**config.mk**
```make
export PLATFORM = sky130hd
export DESIGN_NAME = morse_symbol_byte_packer
export DESIGN_NICKNAME = d
export VERILOG_FILES = /design/src/rtl/core/msbp_pkg.sv /design/src/rtl/core/msbp_out_slot.sv /design/src/rtl/core/morse_symbol_byte_packer.sv
export SDC_FILE = /design/constraint.sdc
export NUM_CORES = 1
export LEC_CHECK = 0
export BUFFER_PORTS_ARGS = -buffer_cell sky130_fd_sc_hd__buf_2
export CORE_ASPECT_RATIO = 2
export CORE_MARGIN = 2
export CORE_UTILIZATION = 45
export CTS_BUF_LIST = sky130_fd_sc_hd__clkbuf_4 sky130_fd_sc_hd__clkbuf_8
export CTS_CLUSTER_DIAMETER = 50
export DETAILED_ROUTE_END_ITERATION = 16
export HOLD_SLACK_MARGIN = 0.08
export PLACE_DENSITY = 0.7
export SLEW_MARGIN = 20
export SYNTH_ARGS = -nofsm -noshare
export SYNTH_HDL_FRONTEND = slang
export SYNTH_MEMORY_MAX_BITS = 65536
export SYNTH_SLANG_ARGS = --single-unit
```
**constraint.sdc**
```tcl
create_clock -name clk -period 4 [get_ports clk]
set_clock_uncertainty 0.1 [all_clocks]
set_input_delay 0.6 -clock clk [delete_from_list [all_inputs] [get_ports clk]]
set_output_delay 0.6 -clock clk [all_outputs]
set_load 0.005 [all_outputs]
```
**src/rtl/core/msbp_pkg.sv**
```systemverilog
// Shared types and the Morse code ROM for the Morse symbol byte packer.
// No dependencies; imported by msbp_out_slot and morse_symbol_byte_packer.
package msbp_pkg;

  // Sequencer states of the packer.
  typedef enum logic [1:0] {
    ST_IDLE,
    ST_SHIFT,
    ST_FLUSH,
    ST_UNKNOWN
  } msbp_state_t;

  // One output word as it leaves the block.
  typedef struct packed {
    logic [7:0] packed_byte;
    logic       last_of_run;
    logic       unknown_char;
  } msbp_word_t;

  // Load request from the sequencer into the output slot.
  typedef struct packed {
    logic       valid;
    msbp_word_t word;
  } msbp_push_t;

  // One ROM entry: symbol count of the code (the end mark is not counted)
  // and the symbols left-justified, 2 bits each. The bits below the last
  // code symbol are zero, which supplies the end mark.
  typedef struct packed {
    logic        known;
    logic [3:0]  len;
    logic [31:0] syms;
  } rom_entry_t;

  function automatic rom_entry_t ent(logic [3:0] n, logic [31:0] s);
    rom_entry_t e;
    e.known = 1'b1;
    e.len   = n;
    e.syms  = s;
    return e;
  endfunction

  // Morse code ROM: dot 10, dash 01, space 11, end 00.
  function automatic rom_entry_t msbp_lookup(logic [7:0] c);
    rom_entry_t e;
    e = '0;
    unique case (c)
      8'h41: e = ent(4'd2,  32'h9000_0000); // A
      8'h42: e = ent(4'd4,  32'h6A00_0000); // B
      8'h43: e = ent(4'd4,  32'h6600_0000); // C
      8'h44: e = ent(4'd3,  32'h6800_0000); // D
      8'h45: e = ent(4'd1,  32'h8000_0000); // E
      8'h46: e = ent(4'd4,  32'hA600_0000); // F
      8'h47: e = ent(4'd3,  32'h5800_0000); // G
      8'h48: e = ent(4'd4,  32'hAA00_0000); // H
      8'h49: e = ent(4'd2,  32'hA000_0000); // I
      8'h4A: e = ent(4'd4,  32'h9500_0000); // J
      8'h4B: e = ent(4'd3,  32'h6400_0000); // K
      8'h4C: e = ent(4'd4,  32'h9A00_0000); // L
      8'h4D: e = ent(4'd2,  32'h5000_0000); // M
      8'h4E: e = ent(4'd2,  32'h6000_0000); // N
      8'h4F: e = ent(4'd3,  32'h5400_0000); // O
      8'h50: e = ent(4'd4,  32'h9600_0000); // P
      8'h51: e = ent(4'd4,  32'h5900_0000); // Q
      8'h52: e = ent(4'd3,  32'h9800_0000); // R
      8'h53: e = ent(4'd3,  32'hA800_0000); // S
      8'h54: e = ent(4'd1,  32'h4000_0000); // T
      8'h55: e = ent(4'd3,  32'hA400_0000); // U
      8'h56: e = ent(4'd4,  32'hA900_0000); // V
      8'h57: e = ent(4'd3,  32'h9400_0000); // W
      8'h58: e = ent(4'd4,  32'h6900_0000); // X
      8'h59: e = ent(4'd4,  32'h6500_0000); // Y
      8'h5A: e = ent(4'd4,  32'h5A00_0000); // Z
      8'h30: e = ent(4'd5,  32'h5540_0000); // 0
      8'h31: e = ent(4'd5,  32'h9540_0000); // 1
      8'h32: e = ent(4'd5,  32'hA540_0000); // 2
      8'h33: e = ent(4'd5,  32'hA940_0000); // 3
      8'h34: e = ent(4'd5,  32'hAA40_0000); // 4
      8'h35: e = ent(4'd5,  32'hAA80_0000); // 5
      8'h36: e = ent(4'd5,  32'h6A80_0000); // 6
      8'h37: e = ent(4'd5,  32'h5A80_0000); // 7
      8'h38: e = ent(4'd5,  32'h5680_0000); // 8
      8'h39: e = ent(4'd5,  32'h5580_0000); // 9
      8'h26: e = ent(4'd5,  32'h9A80_0000); // ampersand
      8'h27: e = ent(4'd6,  32'h9560_0000); // apostrophe
      8'h40: e = ent(4'd6,  32'h9660_0000); // at sign
      8'h29: e = ent(4'd6,  32'h6590_0000); // close paren
      8'h28: e = ent(4'd5,  32'h6580_0000); // open paren
      8'h3A: e = ent(4'd6,  32'h56A0_0000); // colon
      8'h2C: e = ent(4'd6,  32'h5A50_0000); // comma
      8'h3D: e = ent(4'd5,  32'h6A40_0000); // equals
      8'h21: e = ent(4'd6,  32'h6650_0000); // exclamation
      8'h2A: e = ent(4'd4,  32'h6900_0000); // asterisk
      8'h25: e = ent(4'd15, 32'h555A_6554); // percent
      8'h2B: e = ent(4'd5,  32'h9980_0000); // plus
      8'h22: e = ent(4'd6,  32'h9A60_0000); // double quote
      8'h3F: e = ent(4'd6,  32'hA5A0_0000); // question mark
      8'h2F: e = ent(4'd5,  32'h6980_0000); // slash
      8'h0A: e = ent(4'd4,  32'h9900_0000); // newline
      8'h2E: e = ent(4'd6,  32'h9990_0000); // period
      8'h2D: e = ent(4'd6,  32'h6A90_0000); // hyphen
      8'h20: e = ent(4'd1,  32'hC000_0000); // space
      default: e = '0;
    endcase
    return e;
  endfunction

endpackage

```
**src/rtl/core/msbp_out_slot.sv**
```systemverilog
// Output register of the packer: holds one finished word until it is taken.
// Depends on msbp_pkg for the word and load request types.
module msbp_out_slot
  import msbp_pkg::*;
(
  input  logic       clk,
  input  logic       rst,
  input  msbp_push_t push,
  input  logic       out_ready,
  output logic       out_valid,
  output msbp_word_t word,
  output logic       slot_free
);

  logic       valid;
  logic       valid_next;
  msbp_word_t held;

  // The slot can take a new word when empty or when its word leaves now.
  assign slot_free = !valid || out_ready;
  assign out_valid = valid;
  assign word      = held;

  always_comb begin
    valid_next = valid;
    if (push.valid) begin
      valid_next = 1'b1;
    end else if (out_ready) begin
      valid_next = 1'b0;
    end
  end

  // Valid flag is control state; the word itself needs no reset.
  always_ff @(posedge clk) begin
    if (rst) begin
      valid <= 1'b0;
    end else begin
      valid <= valid_next;
    end
  end

  always_ff @(posedge clk) begin
    if (push.valid) begin
      held <= push.word;
    end
  end

endmodule

```
**src/rtl/core/morse_symbol_byte_packer.sv**
```systemverilog
// Top level of the Morse symbol byte packer: ROM lookup, symbol shifter
// and byte packer. Depends on msbp_pkg and msbp_out_slot.

// One character is accepted in the idle state; its code is looked up in the
// ROM and loaded into a 32-bit symbol shift register, which moves one 2-bit
// symbol per cycle into the partial byte while it does not wait. A
// character with n code symbols is accepted, then shifts n+1 symbols
// including the end mark, then is flushed when it is flagged last; an
// unknown character is accepted, then loads its flagged word. Each full
// byte goes to an output register; the shifter waits only when a byte
// completes while the previous one has not been taken.
module morse_symbol_byte_packer
  import msbp_pkg::*;
(
  input  logic       clk,
  input  logic       rst,
  input  logic       in_valid,
  output logic       in_ready,
  input  logic [7:0] char_code,
  input  logic       last_char,
  output logic       out_valid,
  input  logic       out_ready,
  output logic [7:0] packed_byte,
  output logic       last_of_run,
  output logic       unknown_char
);

  msbp_state_t state, state_next;
  logic [31:0] syms, syms_next;
  logic [3:0]  sym_left, sym_left_next;
  logic        last_flag, last_flag_next;
  logic [5:0]  partial, partial_next;
  logic [1:0]  filled, filled_next;

  rom_entry_t  entry;
  logic [1:0]  sym;
  logic [7:0]  flush_byte;
  logic        slot_free;
  msbp_push_t  push;
  msbp_word_t  word;

  assign entry = msbp_lookup(char_code);
  assign sym   = syms[31:30];

  // Pad the pending symbols with end marks up to a whole byte.
  always_comb begin
    unique case (filled)
      2'd0: flush_byte = 8'h00;
      2'd1: flush_byte = {partial[1:0], 6'b0};
      2'd2: flush_byte = {partial[3:0], 4'b0};
      2'd3: flush_byte = {partial[5:0], 2'b0};
      default: flush_byte = 8'h00;
    endcase
  end

  // Sequencer: next state, shifter and packer updates, output loads.
  always_comb begin
    state_next     = state;
    syms_next      = syms;
    sym_left_next  = sym_left;
    last_flag_next = last_flag;
    partial_next   = partial;
    filled_next    = filled;
    push           = '0;
    in_ready       = 1'b0;
    unique case (state)
      ST_IDLE: begin
        in_ready = 1'b1;
        if (in_valid) begin
          syms_next      = entry.syms;
          sym_left_next  = entry.len;
          last_flag_next = last_char;
          state_next     = entry.known ? ST_SHIFT : ST_UNKNOWN;
        end
      end
      ST_SHIFT: begin
        if (filled != 2'd3 || slot_free) begin
          syms_next     = {syms[29:0], 2'b00};
          sym_left_next = sym_left - 4'd1;
          partial_next  = {partial[3:0], sym};
          filled_next   = filled + 2'd1;
          // The byte ends the run when fewer than four symbols remain and
          // no flush follows.
          if (filled == 2'd3) begin
            push.valid             = 1'b1;
            push.word.packed_byte  = {partial, sym};
            push.word.last_of_run  = (sym_left[3:2] == 2'd0) && !last_flag;
            push.word.unknown_char = 1'b0;
          end
          if (sym_left == 4'd0) begin
            state_next = last_flag ? ST_FLUSH : ST_IDLE;
          end
        end
      end
      ST_FLUSH: begin
        if (slot_free) begin
          push.valid             = 1'b1;
          push.word.packed_byte  = flush_byte;
          push.word.last_of_run  = 1'b1;
          push.word.unknown_char = 1'b0;
          partial_next           = '0;
          filled_next            = '0;
          state_next             = ST_IDLE;
        end
      end
      ST_UNKNOWN: begin
        if (slot_free) begin
          push.valid             = 1'b1;
          push.word.packed_byte  = 8'h00;
          push.word.last_of_run  = 1'b1;
          push.word.unknown_char = 1'b1;
          state_next             = ST_IDLE;
        end
      end
      default: state_next = ST_IDLE;
    endcase
  end

  // State and packer contents reset to empty.
  always_ff @(posedge clk) begin
    if (rst) begin
      state   <= ST_IDLE;
      partial <= '0;
      filled  <= '0;
    end else begin
      state   <= state_next;
      partial <= partial_next;
      filled  <= filled_next;
    end
  end

  // Shifter contents are loaded on accept and need no reset.
  always_ff @(posedge clk) begin
    syms      <= syms_next;
    sym_left  <= sym_left_next;
    last_flag <= last_flag_next;
  end

  msbp_out_slot u_out_slot (
    .clk       (clk),
    .rst       (rst),
    .push      (push),
    .out_ready (out_ready),
    .out_valid (out_valid),
    .word      (word),
    .slot_free (slot_free)
  );

  assign packed_byte  = word.packed_byte;
  assign last_of_run  = word.last_of_run;
  assign unknown_char = word.unknown_char;

`ifndef NO_ASSERTIONS
  // A word is loaded only into a free output register.
  a_push_free: assert property (@(posedge clk) disable iff (rst)
    push.valid |-> slot_free)
    else $error("word loaded while output register is occupied");

  // An unknown-character word is a zero byte that ends its run.
  a_unknown_word: assert property (@(posedge clk) disable iff (rst)
    (out_valid && unknown_char) |-> (packed_byte == 8'h00 && last_of_run))
    else $error("unknown-character word malformed");

  // An accepted character always occupies the sequencer for the next cycle.
  a_busy_after_accept: assert property (@(posedge clk) disable iff (rst)
    (in_valid && in_ready) |=> !in_ready)
    else $error("input taken again right after an accept");
`endif

endmodule
```
==> out/metrics.yaml <==
cts:
  clkTransAtPathRegs_ps: 90
  ctsRootBufferMaster: "clkbuf_8"
  ctsHoldBuffers: 0
  h-tree-depth: 2
  cts-resized-gates: 0
  cts_buffers: 5
  clk_latency_ps: 300
  ctsLongestPathBuffers: 2
  cts_sinks: 50
  cts_tree: "done"
  post_cts_buffers: 0
route:
  via_per_inst: 6.34
  postRouteAntennaNets: 0
  first_pass_iters: 6
  drcViolationCount: 0
  wl_um: 9170
  drt_iter0_markers: 532
  wl_per_cell_um: 18.0
  vias: 3232
yosys:
  synthCells: 413
  synth_cell_type_count: 70
  dominantRegCellSynth: "edfxtp_1"
  ys_ff_latch: 50
  synth_nets: 440
  synthArstFlopShare_pct: 0
  synthTopCellsByArea: "edfxtp_1, dfxtp_1, nand2_1"
  yosys_warnings: 0
  syn_avg_cell_area_um2: 8.69
  synth.top_cell.area_share_pct: 32.6
  synth-edff-count: 39
  seq_area_frac_synth_pct: 38.8
  yosysMostFrequentCell: "nand2_1"
  yosys.area.top_type: "edfxtp_1"
  ys_top_cells_by_count: "nand2_1, edfxtp_1, nor2_1"
  syn_area_um2: 3590
floorplanning:
  core_area_um2: 7830
  die_y_um: 130
  row_count: 46
  die_area_um2: 8750
  die_x_um: 67.2
  ios: 25
  floorplan.initialDensity_pct: 45.9
placement:
  hpwlAfterDp_um: 6420
  portBuffers: 24
  gp_congestion: 1.01
worst_setup_path:
  reg2reg_depth: 5
  endpoint_kind: "flop"
  worstReg2RegStart: "state[1]$_SDFFE_PP0P_"
  path_class: "reg2reg"
  crit_path_max_incr_delay_ps: 720
  crit_arrival_ps: 2510
  cp_top_family: "simple AND/OR/NAND/NOR gates"
  cp.buffers_inverters: 0
  start_kind: "flop"
  cpMaxStageDelayCell: "dfxtp_1"
  required_ps: 4030
  worst-path-max-fanout: 17
  worstReg2RegEnd: "sym_left[0]$_DFFE_PP_"
  critical_path_depth: 5
  path_cells: "nand2b_1, nand2b_1, nor2_2, o221ai_1, o221ai_1"
  rrSetupSlack_ps: 1520
sta:
  fin_setup_tns_ps: 0
  rsz0062_at_grt: "false"
  fin_crit_sh_pct: 62.0
  worstMarginPinSlew_ps: 791
  fmax_mhz: 403
  finalSetupViolCount: 0
  final-max-slew-violation-count: 0
  finalHoldViolCount: 0
  slew_headroom_pct: 47.2
  period_needed_ps: 2480
power_and_ir_drop:
  p_leak_uw: 0.00143
  power_density_nw_per_um2: 378
  ir_drop_v: 0.000306
  total_power_uw: 1450
global_route:
  grt_pass1_wl_um: 14400
  grt_overflow_total: 0
  antenna_found_initial: 0
  grt_max_degree: 50
  grt_use_total_pct: 21.5
  first_global_vias: 2854
hold_path:
  hold_class: "in2reg"
  worstHoldPathCells: 1
  holdPathEnd: "last_flag$_DFFE_PP_"
  worstHoldStart: "last_char"
final_layout:
  nFillCells: 756
  syn_to_final_growth_pct: 6.80
  final_layout_size_suffix_gt1_share_pct: 12.3
  antennaDiodeCount: 0
  nets: 440
status:
  status: "complete, no violations"
run:
  maxCapViolCount: 0
## layer usage
layer	GRT usage (%)	share of wire [%]	vias up
li1	-	-	1521
met1	29.2	42	1478
met2	32.4	45	192
met3	3.19	7.8	41
met4	11.3	5.2	0
met5	0	0	-
## cell type report
class / count / area, µm² / share of cell area, %
timing repair buffer: 27 / 143 / 3.72
clock inverter: 2 / 60.1 / 1.57
sequential: 50 / 1390 / 36.3
inverter: 16 / 60.1 / 1.57
clock buffer: 6 / 82.6 / 2.15
multi-input combinational: 313 / 1980 / 51.6
tap: 96 / 120 / 3.13
## worst register-to-register path, cell delays in order, from the launching register on
cell and delay (ps):
dfxtp_1 720, nand2b_1 410, nand2b_1 220, nor2_2 420
o221ai_1 310, o221ai_1 140
## sequential cells by signal (all words and copies together), names as in the netlist
signal	count
filled	2
last_flag	1
partial	6
state	2
sym_left	4
syms	24
u_out_slot.out_valid	1
u_out_slot.word	10
## how the worst max path moves through the flow
stage | start | slack [ps] | to
after global placement | char_code[1] | 1190 | syms[30]$_DFFE_PP_
after CTS | state[1]$_SDFFE_PP0P_ | 1600 | sym_left[0]$_DFFE_PP_
after floorplan | filled[0]$_SDFFE_PP0P_ | 360 | sym_left[0]$_DFFE_PP_
after global routing | char_code[1] | 1390 | syms[30]$_DFFE_PP_
after detailed placement | char_code[1] | 1270 | syms[27]$_DFFE_PP_
final | state[1]$_SDFFE_PP0P_ | 1520 | sym_left[0]$_DFFE_PP_
## metrics by stage
stage | hold WS, ps | setup slack [ps] | instance area (µm²) | cells | util [%]
floorplan | 365 | 356 | 3590 | 413 | -
global placement | 394 | 1190 | 3690 | 502 | 47.2
detailed placement | 389 | 1270 | 3690 | 502 | 47.2
CTS | 356 | 1600 | 3830 | 510 | 49.0
global route | 353 | 1390 | 3830 | 510 | 49.0
finish | 367 | 1520 | 3830 | 510 | 49.0
## report_power, final
group	switching (µW)	internal, µW	total, µW
clock network	165	267	432
registers	41.8	646	688
logic	213	119	331
## cell families (layout without fill, tap and decap cells)
kind of cell	count (synthesis)	after routing	share of synthesized area, %
xor gates and xnor gates	5	5	1.22
buffers and inverters	50	51	6.66
DFF	50	50	38.8
adders and majority gates	14	14	4.88
muxes	5	5	1.46
AOI/OAI and AO/OA	130	130	25.4
and+or+nand+nor	159	159	21.6
## placed cells by master (no fill, tap or decap), types with 3 or more instances in the layout
cell type | Yosys | final
a221o_1 | 3 | 3
nand2_1 | 49 | 49
nor3_1 | 9 | 9
a22o_1 | 3 | 3
nor2_1 | 36 | 36
nor2b_1 | 11 | 11
o211ai_1 | 9 | 9
o22ai_1 | 3 | 3
a21oi_1 | 19 | 19
a2111oi_0 | 3 | 3
o21ai_0 | 24 | 24
clkbuf_8 | 0 | 6
inv_1 | 14 | 14
dfxtp_1 | 11 | 11
buf_4 | 1 | 3
or2_1 | 3 | 3
mux2i_1 | 3 | 3
nand3_1 | 15 | 15
edfxtp_1 | 39 | 39
a211oi_1 | 5 | 5
buf_2 | 14 | 24
a21oi_2 | 3 | 3
and2_1 | 7 | 7
ha_1 | 14 | 14
xnor2_1 | 4 | 4
nand2b_1 | 14 | 14
a22oi_1 | 15 | 15
o21ai_1 | 8 | 8
(Power assumes the default switching activity.)
